$ cat src/design/pc2_pkg.sv
// Shared constants, control struct and arctangent table for the 2D pose composer.
`timescale 1ns / 1ps
package pc2_pkg;

    localparam int COORD_WIDTH_DFLT     = 32;
    localparam int ANGLE_WIDTH_DFLT     = 16;
    localparam int ROTATION_STAGES_DFLT = 16;

    localparam int GUARD_BITS = 8;
    localparam int TURN_FRAC  = 32;   // angle accumulator units: 2^-32 turn
    localparam int GAIN_WIDTH = 32;
    localparam logic [GAIN_WIDTH-1:0] GAIN_INV = 32'd2608131496;
    localparam int POST_STAGES = 4;   // gain and saturation stages after the cells

    typedef struct packed {
        logic valid;
        logic bypass;                 // zero residual: quarter step only
    } t_ctl;

    function automatic logic [TURN_FRAC-1:0] atan_turn(input int idx);
        logic [TURN_FRAC-1:0] v;
        case (idx)
            0:       v = 32'd536870912;
            1:       v = 32'd316933406;
            2:       v = 32'd167458907;
            3:       v = 32'd85004756;
            4:       v = 32'd42667331;
            5:       v = 32'd21354465;
            6:       v = 32'd10679838;
            7:       v = 32'd5340245;
            8:       v = 32'd2670163;
            9:       v = 32'd1335087;
            10:      v = 32'd667544;
            11:      v = 32'd333772;
            12:      v = 32'd166886;
            13:      v = 32'd83443;
            14:      v = 32'd41722;
            15:      v = 32'd20861;
            16:      v = 32'd10430;
            17:      v = 32'd5215;
            18:      v = 32'd2608;
            19:      v = 32'd1304;
            20:      v = 32'd652;
            21:      v = 32'd326;
            22:      v = 32'd163;
            23:      v = 32'd81;
            default: v = '0;
        endcase
        return v;
    endfunction

endpackage

$ cat src/design/pc2_post.sv
// Gain correction, rounding, translation add and saturation for one coordinate.
`timescale 1ns / 1ps
module pc2_post #(
    parameter int CW = 32,
    parameter int XW = 43
) (
    input  logic                 i_clk,
    input  logic                 i_rst_n,
    input  logic                 i_en,
    input  pc2_pkg::t_ctl        i_ctl,
    input  logic signed [XW-1:0] i_x,
    input  logic signed [CW-1:0] i_f,
    output pc2_pkg::t_ctl        o_ctl,
    output logic signed [CW-1:0] o_val,
    output logic                 o_ovf
);
    import pc2_pkg::*;

    localparam int LO  = (XW + 1) / 2;
    localparam int HI  = XW - LO;
    localparam int FW  = XW + GAIN_WIDTH + 1;
    localparam int RW  = FW - GAIN_WIDTH - GUARD_BITS;
    localparam int BW  = XW - GUARD_BITS;
    localparam int SMW = RW + 2;
    localparam logic [FW-1:0] RND = FW'(1) << (GAIN_WIDTH - 1 + GUARD_BITS);
    localparam logic signed [CW-1:0] MAXV = {1'b0, {(CW-1){1'b1}}};
    localparam logic signed [CW-1:0] MINV = {1'b1, {(CW-1){1'b0}}};

    // stage 1: sign and magnitude
    t_ctl                 r_s1_ctl;
    logic                 r_s1_neg;
    logic        [XW-1:0] r_s1_mag;
    logic signed [BW-1:0] r_s1_bx;
    logic signed [CW-1:0] r_s1_f;
    // stage 2: partial products
    t_ctl                         r_s2_ctl;
    logic                         r_s2_neg;
    logic [LO+GAIN_WIDTH-1:0]     r_s2_pp_lo;
    logic [HI+GAIN_WIDTH-1:0]     r_s2_pp_hi;
    logic signed [BW-1:0]         r_s2_bx;
    logic signed [CW-1:0]         r_s2_f;
    // stage 3: rounded magnitude
    t_ctl                 r_s3_ctl;
    logic                 r_s3_neg;
    logic        [RW-1:0] r_s3_r;
    logic signed [BW-1:0] r_s3_bx;
    logic signed [CW-1:0] r_s3_f;
    // stage 4: output
    t_ctl                 r_s4_ctl;
    logic signed [CW-1:0] r_s4_val;
    logic                 r_s4_ovf;

    logic        [FW-1:0]  full;
    logic signed [SMW-1:0] sum;
    logic                  sat;
    logic signed [CW-1:0]  n_val;

    always_comb begin
        full = (FW'(r_s2_pp_hi) << LO) + FW'(r_s2_pp_lo) + RND;
        if (r_s3_ctl.bypass) begin
            sum = $signed(SMW'(r_s3_f)) + $signed(SMW'(r_s3_bx));
        end else if (r_s3_neg) begin
            sum = $signed(SMW'(r_s3_f)) - $signed(SMW'({1'b0, r_s3_r}));
        end else begin
            sum = $signed(SMW'(r_s3_f)) + $signed(SMW'({1'b0, r_s3_r}));
        end
        sat = !((&sum[SMW-1:CW-1]) || !(|sum[SMW-1:CW-1]));
        if (!sat) begin
            n_val = sum[CW-1:0];
        end else if (sum[SMW-1]) begin
            n_val = MINV;
        end else begin
            n_val = MAXV;
        end
    end

    always_ff @(posedge i_clk) begin
        if (!i_rst_n) begin
            r_s1_ctl <= '0;
            r_s2_ctl <= '0;
            r_s3_ctl <= '0;
            r_s4_ctl <= '0;
        end else if (i_en) begin
            r_s1_ctl <= i_ctl;
            r_s2_ctl <= r_s1_ctl;
            r_s3_ctl <= r_s2_ctl;
            r_s4_ctl <= r_s3_ctl;
        end
        if (i_en) begin
            r_s1_neg   <= i_x[XW-1];
            r_s1_mag   <= i_x[XW-1] ? XW'(-i_x) : XW'(i_x);
            r_s1_bx    <= BW'(i_x >>> GUARD_BITS);
            r_s1_f     <= i_f;
            r_s2_neg   <= r_s1_neg;
            r_s2_pp_lo <= (LO+GAIN_WIDTH)'(r_s1_mag[LO-1:0]) * (LO+GAIN_WIDTH)'(GAIN_INV);
            r_s2_pp_hi <= (HI+GAIN_WIDTH)'(r_s1_mag[XW-1:LO]) * (HI+GAIN_WIDTH)'(GAIN_INV);
            r_s2_bx    <= r_s1_bx;
            r_s2_f     <= r_s1_f;
            r_s3_neg   <= r_s2_neg;
            r_s3_r     <= full[FW-1 -: RW];
            r_s3_bx    <= r_s2_bx;
            r_s3_f     <= r_s2_f;
            r_s4_val   <= n_val;
            r_s4_ovf   <= sat;
        end
    end

    assign o_ctl = r_s4_ctl;
    assign o_val = r_s4_val;
    assign o_ovf = r_s4_ovf;

endmodule

$ cat config.mk
export PLATFORM = sky130hd
export DESIGN_NAME = pc2_post
export DESIGN_NICKNAME = d
export VERILOG_FILES = /design/src/design/pc2_pkg.sv /design/src/design/pc2_post.sv
export SDC_FILE = /design/constraint.sdc
export NUM_CORES = 2
export LEC_CHECK = 0
export BUFFER_PORTS_ARGS = -buffer_cell sky130_fd_sc_hd__buf_2
export CORE_MARGIN = 3
export CORE_UTILIZATION = 40
export DETAILED_ROUTE_END_ITERATION = 10
export PLACE_DENSITY = 0.56
export SLEW_MARGIN = 20
export SYNTH_ARGS = -nofsm -noshare
export SYNTH_HDL_FRONTEND = slang
export SYNTH_SLANG_ARGS = --single-unit
$ cat constraint.sdc
create_clock -name i_clk -period 13.2 [get_ports i_clk]
set_clock_uncertainty 0.05 [all_clocks]
set_input_delay 1.32 -clock i_clk [delete_from_list [all_inputs] [get_ports i_clk]]
set_output_delay 1.32 -clock i_clk [all_outputs]
set_load 0.1 [all_outputs]
==> impl_metrics.py <==
metrics = {
    "yosys": {
        "synth_fp_nets": 4747,
        "synth_area_sq_um": 40600,
        "synth_seq_cells": 400,
        "ys.flop_type": "edfxtp_1",
        "yosysTopAreaCell": "edfxtp_1",
        "yosysSeqAreaShare_pct": 29.4,
        "synth_cell_types": 74,
        "synth_commonest_cells": "inv_1, ha_1, fa_1, edfxtp_1, a21oi_1",
        "synth_warnings": 0,
        "synth_edf_count": 392,
        "synth_top_area_share_pct": 29.0,
        "post-synth-top-count-cell": "inv_1",
        "synth.avg_cell_area_sq_um": 11.3,
        "synth-async-reset-ratio_pct": 0,
        "netlist_top_cells_area": "edfxtp_1, fa_1, ha_1, inv_1, xnor2_1",
        "syn_inst": 3598,
    },
    "clocking": {
        "cts-root-buf": "clkbuf_16",
        "clock_latency_ns": 0.61,
        "cts_num_sinks": 400,
        "cts_tree": "built",
        "cts_setup_buffers": 0,
        "cts_made_buffers": 48,
        "clkTransAtPathRegs_ns": 0.06,
        "htree_levels": 2,
        "cts.path.max_buffers": 3,
        "ctsResizeCount": 0,
        "ctsHoldBuffers": 0,
    },
    "critical_path": {
        "crit_slowest_cell": "edfxtp_1",
        "cpPeakStageDelay_ns": 0.68,
        "worst_r2r_endpoint": "r_s2_pp_lo[53]",
        "arrival_ns": 8.39,
        "reg2reg_from": "r_s1_mag[11]",
        "critical_path.max_fanout": 8,
        "critical_path_class": "reg -> reg",
        "reg2reg_slack_ns": 5.18,
        "rr_worst_depth": 26,
        "endpoint_kind": "flip-flop",
        "critPathLaunchType": "flip-flop",
        "required_ns": 13.57,
    },
    "status": {
        "outcome": "finished, final reports clean",
    },
    "sta": {
        "setup_viol": 0,
        "slew_violations": 0,
        "worst_pin_slew_ns": 1.04,
        "maxClockFrequency_mhz": 125,
        "finalSetupTns_ns": 0,
        "min_period_ns": 8.02,
        "hold_viol": 0,
        "max_slew_margin_pct": 30.6,
        "rsz0062_at_grt": "false",
        "period_share_pct": 60.8,
    },
    "route": {
        "top_layer_used": "met4",
        "met3_length_mm": 5.26,
        "drt_pass1_iterations": 5,
        "routed-wl-met2_mm": 44.2,
        "vias_per_cell": 4.90,
        "vias": 25100,
        "wirelength_mm": 98.2,
        "met1Wirelength_mm": 45.9,
        "drc_errors": 0,
        "route.antenna.remaining_nets": 0,
        "drt_iter0_drc": 1295,
        "wl_per_cell_um": 19.2,
    },
    "layout": {
        "nFillCells": 9488,
        "fin_nets": 4869,
        "fin_cells": 5117,
        "area_growth_pct": 9.02,
        "drive_gt1_share_pct": 6.62,
    },
    "grt": {
        "grt_pass1_vias": 26600,
        "antenna_found_initial": 3,
        "grt_pass1_wl_mm": 155,
        "grtUsageTotal_pct": 19.0,
        "overflow": 0,
        "grt_max_degree": 123,
    },
    "floorplanning": {
        "die_w_um": 325,
        "rows": 116,
        "dieArea_sq_um": 105000,
        "initial_core_util_pct": 40.5,
        "core_area_sq_um": 100000,
        "pin_count": 115,
        "die_h_um": 325,
    },
    "job": {
        "cap_violations": 0,
    },
    "hold_path": {
        "min_path_type": "reg -> reg",
        "hp-start": "r_s2_bx[15]",
        "hold-path-cell-count": 0,
        "hold_end": "r_s3_bx[15]",
    },
    "placement": {
        "place_congestion": 0.939,
        "hpwl_mm": 83.3,
        "placed_cells": 5027,
        "port_buffers": 114,
    },
}
-- metal layers --
layer | up-vias | track usage [%]
met3 | 127 | 3.71
li1 | 12200 | -
met5 | - | 0
met1 | 12200 | 26.8
met4 | 0 | 5.15
met2 | 516 | 29.9
-- cell type report --
type | count | area [sq um] | share of cell area (%)
Antenna cell | 1 | 2.50 | 0.00565
Tap cell | 1357 | 1700 | 3.83
Multi-Input combinational cell | 2361 | 25500 | 57.6
Clock inverter | 33 | 309 | 0.697
Clock buffer | 56 | 1250 | 2.83
Sequential cell | 400 | 11900 | 26.9
Timing Repair Buffer | 123 | 648 | 1.46
Inverter | 786 | 2950 | 6.66
-- stage by stage --
step / utilization [%] / setup WS [ns] / hold WS [ns] / cell area (sq um)
after floorplan: - / 6.02 / 0.350 / 40600
after global routing: 44.1 / 4.68 / 0.369 / 44300
after detailed placement: 42.6 / 5.23 / 0.355 / 42700
after CTS: 44.1 / 5.18 / 0.352 / 44300
final: 44.1 / 5.18 / 0.358 / 44300
after global placement: 42.6 / 5.27 / 0.351 / 42700
-- flip-flops by register name, indices dropped and copies added (netlist names), 2 cells and up --
signal / count
r_s3_r: 36
o_val: 32
r_s1_ctl: 2
o_ctl: 2
r_s2_f: 32
r_s1_f: 32
r_s2_pp_lo: 29
r_s1_mag: 43
r_s2_pp_hi: 50
r_s3_bx: 34
r_s3_ctl: 2
r_s2_ctl: 2
r_s2_bx: 34
r_s3_f: 32
r_s1_bx: 34
-- worst max-delay path by stage --
stage,startpoint,endpoint,slack [ns]
2_1_floorplan,r_s1_mag[32],r_s2_pp_hi[47],6.02
5_1_grt,r_s1_mag[11],r_s2_pp_lo[53],4.68
3_3_place_gp,r_s1_mag[8],r_s2_pp_lo[51],5.27
3_5_place_dp,r_s1_mag[35],r_s2_pp_hi[50],5.23
4_1_cts,r_s1_mag[11],r_s2_pp_lo[53],5.18
6_report,r_s1_mag[11],r_s2_pp_lo[53],5.18
-- cell usage in the layout, fill, tap and decap left out, types with 12 or more instances in the layout --
master and count:
a21o_1 83, a21oi_1 175, a21oi_2 20, a31oi_1 19, and2_1 12, and3_1 17
buf_2 113, clkbuf_16 49, edfxtp_1 392, fa_1 523, ha_1 546, inv_1 785
mux2i_1 12, nand2_1 104, nand2b_1 25, nand3_1 45, nand4_1 33, nor2_1 139
nor2b_1 24, nor3_1 27, o21a_1 17, o21ai_0 105, o21bai_1 25, o31ai_1 18
or3_1 17, xnor2_1 166, xor2_1 64
-- kinds of logic (layout without fill, tap and decap cells) --
kind of cell | after synthesis | in the layout | synth area share, %
simple gates | 485 | 485 | 5.97
mux | 14 | 14 | 0.351
compound gates | 563 | 563 | 8.94
other cells | 0 | 1 | 0
xor+xnor | 230 | 230 | 4.96
buf+inv | 837 | 998 | 7.87
flops | 400 | 400 | 29.4
fa+ha+maj | 1069 | 1069 | 42.6
-- worst max-delay path: cells and delay by family, from the launching register on --
family	cells	cell delay (ns)
DFF	1	0.68
adders and majority gates	8	3.86
AOI/OAI and AO/OA	7	2.07
and+or+nand+nor	5	0.71
buffers and inverters	6	0.48
Power is left out: the tool's default activity adds up to more than one toggle a clock period on the data nets, which glitch-free logic cannot reach.
