--- config.mk ---
export PLATFORM = sky130hd
export DESIGN_NAME = pc2_quad
export DESIGN_NICKNAME = d
export VERILOG_FILES = /design/src/design/pc2_pkg.sv /design/src/design/pc2_quad.sv
export SDC_FILE = /design/constraint.sdc
export NUM_CORES = 1
export LEC_CHECK = 0
export ABC_AREA = 1
export ABC_CLOCK_PERIOD_IN_PS = 2250
export BUFFER_PORTS_ARGS = -buffer_cell sky130_fd_sc_hd__buf_4
export CORE_MARGIN = 3
export CORE_UTILIZATION = 50
export CTS_CLUSTER_DIAMETER = 30
export DETAILED_ROUTE_END_ITERATION = 12
export HOLD_SLACK_MARGIN = 0.15
export PLACE_DENSITY = 0.85
export SLEW_MARGIN = 10
export SYNTH_ARGS = -nofsm -noshare
export SYNTH_HDL_FRONTEND = slang
export SYNTH_SLANG_ARGS = --single-unit
--- constraint.sdc ---
create_clock -name i_clk -period 2.25 [get_ports i_clk]
set_input_delay 0.225 -clock i_clk [delete_from_list [all_inputs] [get_ports i_clk]]
set_output_delay 0.225 -clock i_clk [all_outputs]
set_load 0.005 [all_outputs]
--- src/design/pc2_pkg.sv ---
// Shared constants, control struct and arctangent table for the 2D pose composer.
`timescale 1ns / 1ps
package pc2_pkg;

    localparam int COORD_WIDTH_DFLT     = 32;
    localparam int ANGLE_WIDTH_DFLT     = 16;
    localparam int ROTATION_STAGES_DFLT = 16;

    localparam int GUARD_BITS = 8;
    localparam int TURN_FRAC  = 32;   // angle accumulator units: 2^-32 turn
    localparam int GAIN_WIDTH = 32;
    localparam logic [GAIN_WIDTH-1:0] GAIN_INV = 32'd2608131496;
    localparam int POST_STAGES = 4;   // gain and saturation stages after the cells

    typedef struct packed {
        logic valid;
        logic bypass;                 // zero residual: quarter step only
    } t_ctl;

    function automatic logic [TURN_FRAC-1:0] atan_turn(input int idx);
        logic [TURN_FRAC-1:0] v;
        case (idx)
            0:       v = 32'd536870912;
            1:       v = 32'd316933406;
            2:       v = 32'd167458907;
            3:       v = 32'd85004756;
            4:       v = 32'd42667331;
            5:       v = 32'd21354465;
            6:       v = 32'd10679838;
            7:       v = 32'd5340245;
            8:       v = 32'd2670163;
            9:       v = 32'd1335087;
            10:      v = 32'd667544;
            11:      v = 32'd333772;
            12:      v = 32'd166886;
            13:      v = 32'd83443;
            14:      v = 32'd41722;
            15:      v = 32'd20861;
            16:      v = 32'd10430;
            17:      v = 32'd5215;
            18:      v = 32'd2608;
            19:      v = 32'd1304;
            20:      v = 32'd652;
            21:      v = 32'd326;
            22:      v = 32'd163;
            23:      v = 32'd81;
            default: v = '0;
        endcase
        return v;
    endfunction

endpackage

--- src/design/pc2_quad.sv ---
// Entry stage: quarter-turn rotation, residual angle and heading sum.
`timescale 1ns / 1ps
module pc2_quad #(
    parameter int CW = 32,
    parameter int AW = 16,
    parameter int XW = 43,
    parameter int ZW = 33,
    parameter int SW = 80
) (
    input  logic                 i_clk,
    input  logic                 i_rst_n,
    input  logic                 i_en,
    input  logic                 i_valid,
    input  logic signed [CW-1:0] i_first_x,
    input  logic signed [CW-1:0] i_first_y,
    input  logic        [AW-1:0] i_first_angle,
    input  logic signed [CW-1:0] i_second_x,
    input  logic signed [CW-1:0] i_second_y,
    input  logic        [AW-1:0] i_second_angle,
    output pc2_pkg::t_ctl        o_ctl,
    output logic signed [XW-1:0] o_x,
    output logic signed [XW-1:0] o_y,
    output logic signed [ZW-1:0] o_z,
    output logic        [SW-1:0] o_side
);
    import pc2_pkg::*;

    localparam int EW = CW + 1;
    localparam logic [AW-2:0] EIGHTH = (AW-1)'(1) << (AW - 3);

    logic signed [EW-1:0] sx_e, sy_e, qx, qy;
    logic        [AW-1:0] biased;
    logic        [1:0]    quad;
    logic        [AW-3:0] low;
    logic signed [AW-2:0] resid;

    t_ctl                 r_ctl, n_ctl;
    logic signed [XW-1:0] r_x, r_y;
    logic signed [ZW-1:0] r_z;
    logic        [SW-1:0] r_side;

    always_comb begin
        sx_e   = EW'(i_second_x);
        sy_e   = EW'(i_second_y);
        biased = i_first_angle + AW'(EIGHTH);
        quad   = biased[AW-1 -: 2];
        low    = biased[AW-3:0];
        resid  = $signed({1'b0, low}) - $signed(EIGHTH);
        case (quad)
            2'd1: begin
                qx = -sy_e;
                qy = sx_e;
            end
            2'd2: begin
                qx = -sx_e;
                qy = -sy_e;
            end
            2'd3: begin
                qx = sy_e;
                qy = -sx_e;
            end
            default: begin
                qx = sx_e;
                qy = sy_e;
            end
        endcase
        n_ctl.valid  = i_valid;
        n_ctl.bypass = ({1'b0, low} == EIGHTH);
    end

    always_ff @(posedge i_clk) begin
        if (!i_rst_n) begin
            r_ctl <= '0;
        end else if (i_en) begin
            r_ctl <= n_ctl;
        end
        if (i_en) begin
            r_x    <= XW'(qx) <<< GUARD_BITS;
            r_y    <= XW'(qy) <<< GUARD_BITS;
            r_z    <= ZW'(resid) <<< (TURN_FRAC - AW);
            r_side <= {i_first_x, i_first_y, AW'(i_first_angle + i_second_angle)};
        end
    end

    assign o_ctl  = r_ctl;
    assign o_x    = r_x;
    assign o_y    = r_y;
    assign o_z    = r_z;
    assign o_side = r_side;

endmodule

==> out/metrics.json <==
{
  "avgRoutedWirePerCell": {"value": 20.8, "unit": "um"},
  "floorplan.die.width": {"value": 142, "unit": "um"},
  "slew-limit-headroom": {"value": 0.648},
  "peakVddDrop": {"value": 548, "unit": "uV"},
  "post-dp-hpwl": {"value": 25.1, "unit": "mm"},
  "first_global_vias": {"value": 9257},
  "placement.setup.worst_slack": {"value": 0.235, "unit": "ns"},
  "grt_remaining_overflow": {"value": 0},
  "die-height": {"value": 142, "unit": "um"},
  "proportion_of_layout_cells_with_a_drive_suffix_above_1": {"value": 0.261},
  "final_count_of_pins_violating_max_slew": {"value": 0},
  "finalSetupViolations": {"value": 0},
  "synth.area.top_cells": {"value": "sky130_fd_sc_hd__edfxtp_1 52%, sky130_fd_sc_hd__nand2_1 13%, sky130_fd_sc_hd__nand3_1 5.9%"},
  "drt-total-wl": {"value": 36.2, "unit": "mm"},
  "timing.critical_path.fanout_max": {"value": 4},
  "min-delay-path-class": {"value": "in -> reg"},
  "std_cell_rows": {"value": 49},
  "place_congestion": {"value": 1.01},
  "ys_seq_elements": {"value": 162},
  "timing.final.ws_setup": {"value": 0.0626, "unit": "ns"},
  "design.die.area": {"value": 20200, "unit": "um^2"},
  "min_period_over_period": {"value": 0.972},
  "worst_setup_hold_path_clk_slew": {"value": 0.07, "unit": "ns"},
  "syn_inst": {"value": 1062},
  "clock_latency_at_the_later_pin_of_the_worst_skew_pair": {"value": 0.43, "unit": "ns"},
  "timing.critical_path.max_delay_family": {"value": "buffers and inverters"},
  "layout.nets": {"value": 1680},
  "fin_crit": {"value": 2.19, "unit": "ns"},
  "antenna_found_initial": {"value": 0},
  "cts_tree": {"value": "done"},
  "power_leakage": {"value": 5.89, "unit": "nW"},
  "netlist_area": {"value": 9270, "unit": "um^2"},
  "grt_start_max_net_pins": {"value": 57},
  "powerDensity": {"value": 658, "unit": "nW/um^2"},
  "tns": {"value": 0, "unit": "ns"},
  "worst-slew-pin-transition": {"value": 0.523, "unit": "ns"},
  "n_antenna_cell": {"value": 0},
  "drt-pass1-iter-count": {"value": 7},
  "critPathMaxStageDelay": {"value": 0.54, "unit": "ns"},
  "worst_clock_skew": {"value": 0, "unit": "ns"},
  "route.vias.total": {"value": 9817},
  "criticalPathCategory": {"value": "in -> reg"},
  "grt_use_total": {"value": 0.344},
  "timing.fmax": {"value": 457, "unit": "MHz"},
  "critPathCaptureType": {"value": "register"},
  "via_per_inst": {"value": 5.65},
  "port-buffer-count": {"value": 332},
  "route.antenna.remaining_nets": {"value": 0},
  "coreArea": {"value": 18100, "unit": "um^2"},
  "report.power.total": {"value": 8.94, "unit": "mW"},
  "timing.critical_path.cells": {"value": "dlygate4sd3_1 > buf_4 > ha_1 > fa_1 > nand3_1 > nand2_2 > nand2_1 > nand2_1 > nand3_1 > nand3b_1 > xor2_1"},
  "drt_first_iter_violations": {"value": 1062},
  "unrepaired_setup_endpoints_after_global_routing": {"value": "false"},
  "drv_cap": {"value": 0},
  "clk_path_buf_depth": {"value": 2},
  "post-synth-top-area-fraction": {"value": 0.518},
  "ys_types": {"value": 39},
  "postSynthAreaPerCell": {"value": 8.73, "unit": "um^2"},
  "area_of_the_multi_input_gates": {"value": 3830, "unit": "um^2"},
  "n_fill_cell": {"value": 1199},
  "postCtsSetupRepairBufs": {"value": 0},
  "required": {"value": 2.44, "unit": "ns"},
  "crit_path_start_kind": {"value": "input pin"},
  "cp_buf_inv_count": {"value": 2},
  "area.sequential": {"value": 4840, "unit": "um^2"},
  "slowest_stage": {"value": "sky130_fd_sc_hd__dlygate4sd3_1"},
  "run_status": {"value": "finished clean"},
  "tritoncts.num_buffers": {"value": 17},
  "global_route_wire_length_before_repair": {"value": 53.3, "unit": "mm"},
  "clock_sink_count": {"value": 162},
  "initial_cell_density_of_the_core": {"value": 0.513},
  "finalHoldViolations": {"value": 0},
  "io_pins": {"value": 365},
  "h-tree-depth": {"value": 4},
  "synth_top_area_cell": {"value": "sky130_fd_sc_hd__edfxtp_1"},
  "proportion_of_synthesized_chip_area_in_sequential_cells": {"value": 0.522},
  "route.detailed.drc": {"value": 0},
  "cts_root_buf": {"value": "sky130_fd_sc_hd__clkbuf_16"},
  "yosysWarningCount": {"value": 0},
  "area_delta_synth_final": {"value": 46.5, "unit": "%"},
  "arrival": {"value": 2.37, "unit": "ns"}
}
==> final timing paths <==
kind | start | endpoint | slack, ns | cells past startpoint
setup / recovery | i_first_angle[0] | o_side[14]$_DFFE_PP_ | 0.06 | 11
hold / removal | i_second_y[22] | o_y[30]$_DFFE_PP_ | 0.16 | 3
setup reg to reg | o_ctl[1]$_SDFFE_PN0P_ | o_ctl[1]$_SDFFE_PN0P_ | 0.96 | 3
hold reg to reg | o_ctl[0]$_SDFFE_PN0P_ | o_ctl[0]$_SDFFE_PN0P_ | 0.51 | 2
==> registers in the layout, indices dropped and copies added (netlist names) <==
name    count
o_z        14
o_x        33
o_side     80
o_ctl       2
o_y        33
==> worst reg2reg max path, stage by stage, from the launching register on <==
cell and delay [ns]:
sky130_fd_sc_hd__dfxtp_1 0.32, sky130_fd_sc_hd__o21ai_0 0.19, sky130_fd_sc_hd__nor2_1 0.08, sky130_fd_sc_hd__dlygate4sd3_1 0.59
==> Yosys cell counts, drive strengths merged <==
library cell    n
o211ai          2
a22oi           2
nand2         314
o21bai          2
a21boi          1
nor3            2
o22ai           1
xnor2          10
inv            83
clkbuf          8
ha             18
dfxtp           2
a21oi          13
or2             9
xor2           23
edfxtp        160
conb            1
a21o            3
nor4            3
clkinv          1
nand3         110
nand3b          4
a31oi           2
o221ai          1
o2bb2ai         1
buf            55
nand4          57
fa              1
nor2          136
o2111ai        12
o21ai          25
==> layout make-up <==
type                       count  share of cell area
clock inverter                14              0.0124
tap                          229              0.0211
multi-input combinational    784               0.282
timing repair buffer         448               0.273
clock buffer                  18              0.0316
inverter                      84              0.0233
sequential                   162               0.357
==> layer usage <==
layer,track usage,vias up,share of wire
met4,0.171,0,0.058
met3,0.0803,139,0.093
li1,-,4437,-
met1,0.410,4565,0.36
met5,0,-,0
met2,0.586,676,0.49
==> logic make-up after synthesis <==
group,Yosys count,share of synthesized area
other,1,0.000404
adder cells (fa/ha/maj),19,0.0264
XOR/XNOR,33,0.0312
buffers and inverters,147,0.0781
AO/OA/AOI/OAI,65,0.0439
AND/OR/NAND/NOR,635,0.298
flip-flops,162,0.522
==> report_power, final <==
part | total (mW) | internal [mW] | switching (mW) | leakage [nW]
logic | 2.06 | 0.988 | 1.07 | 4.02
clock network | 3.03 | 1.68 | 1.35 | 0.289
registers | 3.84 | 3.72 | 0.120 | 1.58
total | 8.94 | 6.39 | 2.54 | 5.89
==> through the flow <==
| stage | cell area, um^2 | hold slack (ns) | std cells | utilization |
|---|---|---|---|---|
| final | 13600 | 0.159 | 1739 | 0.751 |
| after global routing | 13600 | 0.155 | 1739 | 0.751 |
| after CTS | 13600 | 0.151 | 1739 | 0.751 |
| after detailed placement | 11900 | 0.404 | 1602 | 0.659 |
| after global placement | 11900 | 0.403 | 1602 | 0.659 |
| after floorplan | 9390 | 0.324 | 1093 | - |
==> timing repair <==
action                                 CTS  global route
gates resized for setup                  0             2
hold buffers                           105             0
endpoints found under the hold margin  106             0
setup endpoints to repair                0             3
==> cell usage in the layout, fill, tap and decap left out, types with 4 or more instances in the layout <==
| cell | n |
|---|---|
| sky130_fd_sc_hd__nand3_1 | 110 |
| sky130_fd_sc_hd__or2_1 | 4 |
| sky130_fd_sc_hd__a21oi_1 | 13 |
| sky130_fd_sc_hd__edfxtp_1 | 160 |
| sky130_fd_sc_hd__xor2_1 | 23 |
| sky130_fd_sc_hd__nand3b_1 | 4 |
| sky130_fd_sc_hd__nor2_2 | 5 |
| sky130_fd_sc_hd__nor2_4 | 5 |
| sky130_fd_sc_hd__ha_1 | 18 |
| sky130_fd_sc_hd__inv_1 | 80 |
| sky130_fd_sc_hd__conb_1 | 32 |
| sky130_fd_sc_hd__o21ai_1 | 5 |
| sky130_fd_sc_hd__buf_4 | 336 |
| sky130_fd_sc_hd__nor2_1 | 126 |
| sky130_fd_sc_hd__nand2_1 | 311 |
| sky130_fd_sc_hd__xnor2_1 | 10 |
| sky130_fd_sc_hd__nand4_1 | 57 |
| sky130_fd_sc_hd__o21ai_0 | 20 |
| sky130_fd_sc_hd__inv_8 | 4 |
| sky130_fd_sc_hd__buf_12 | 6 |
| sky130_fd_sc_hd__clkbuf_16 | 17 |
| sky130_fd_sc_hd__o2111ai_1 | 12 |
| sky130_fd_sc_hd__dlygate4sd3_1 | 105 |
Power figures use the tool's default switching activity.
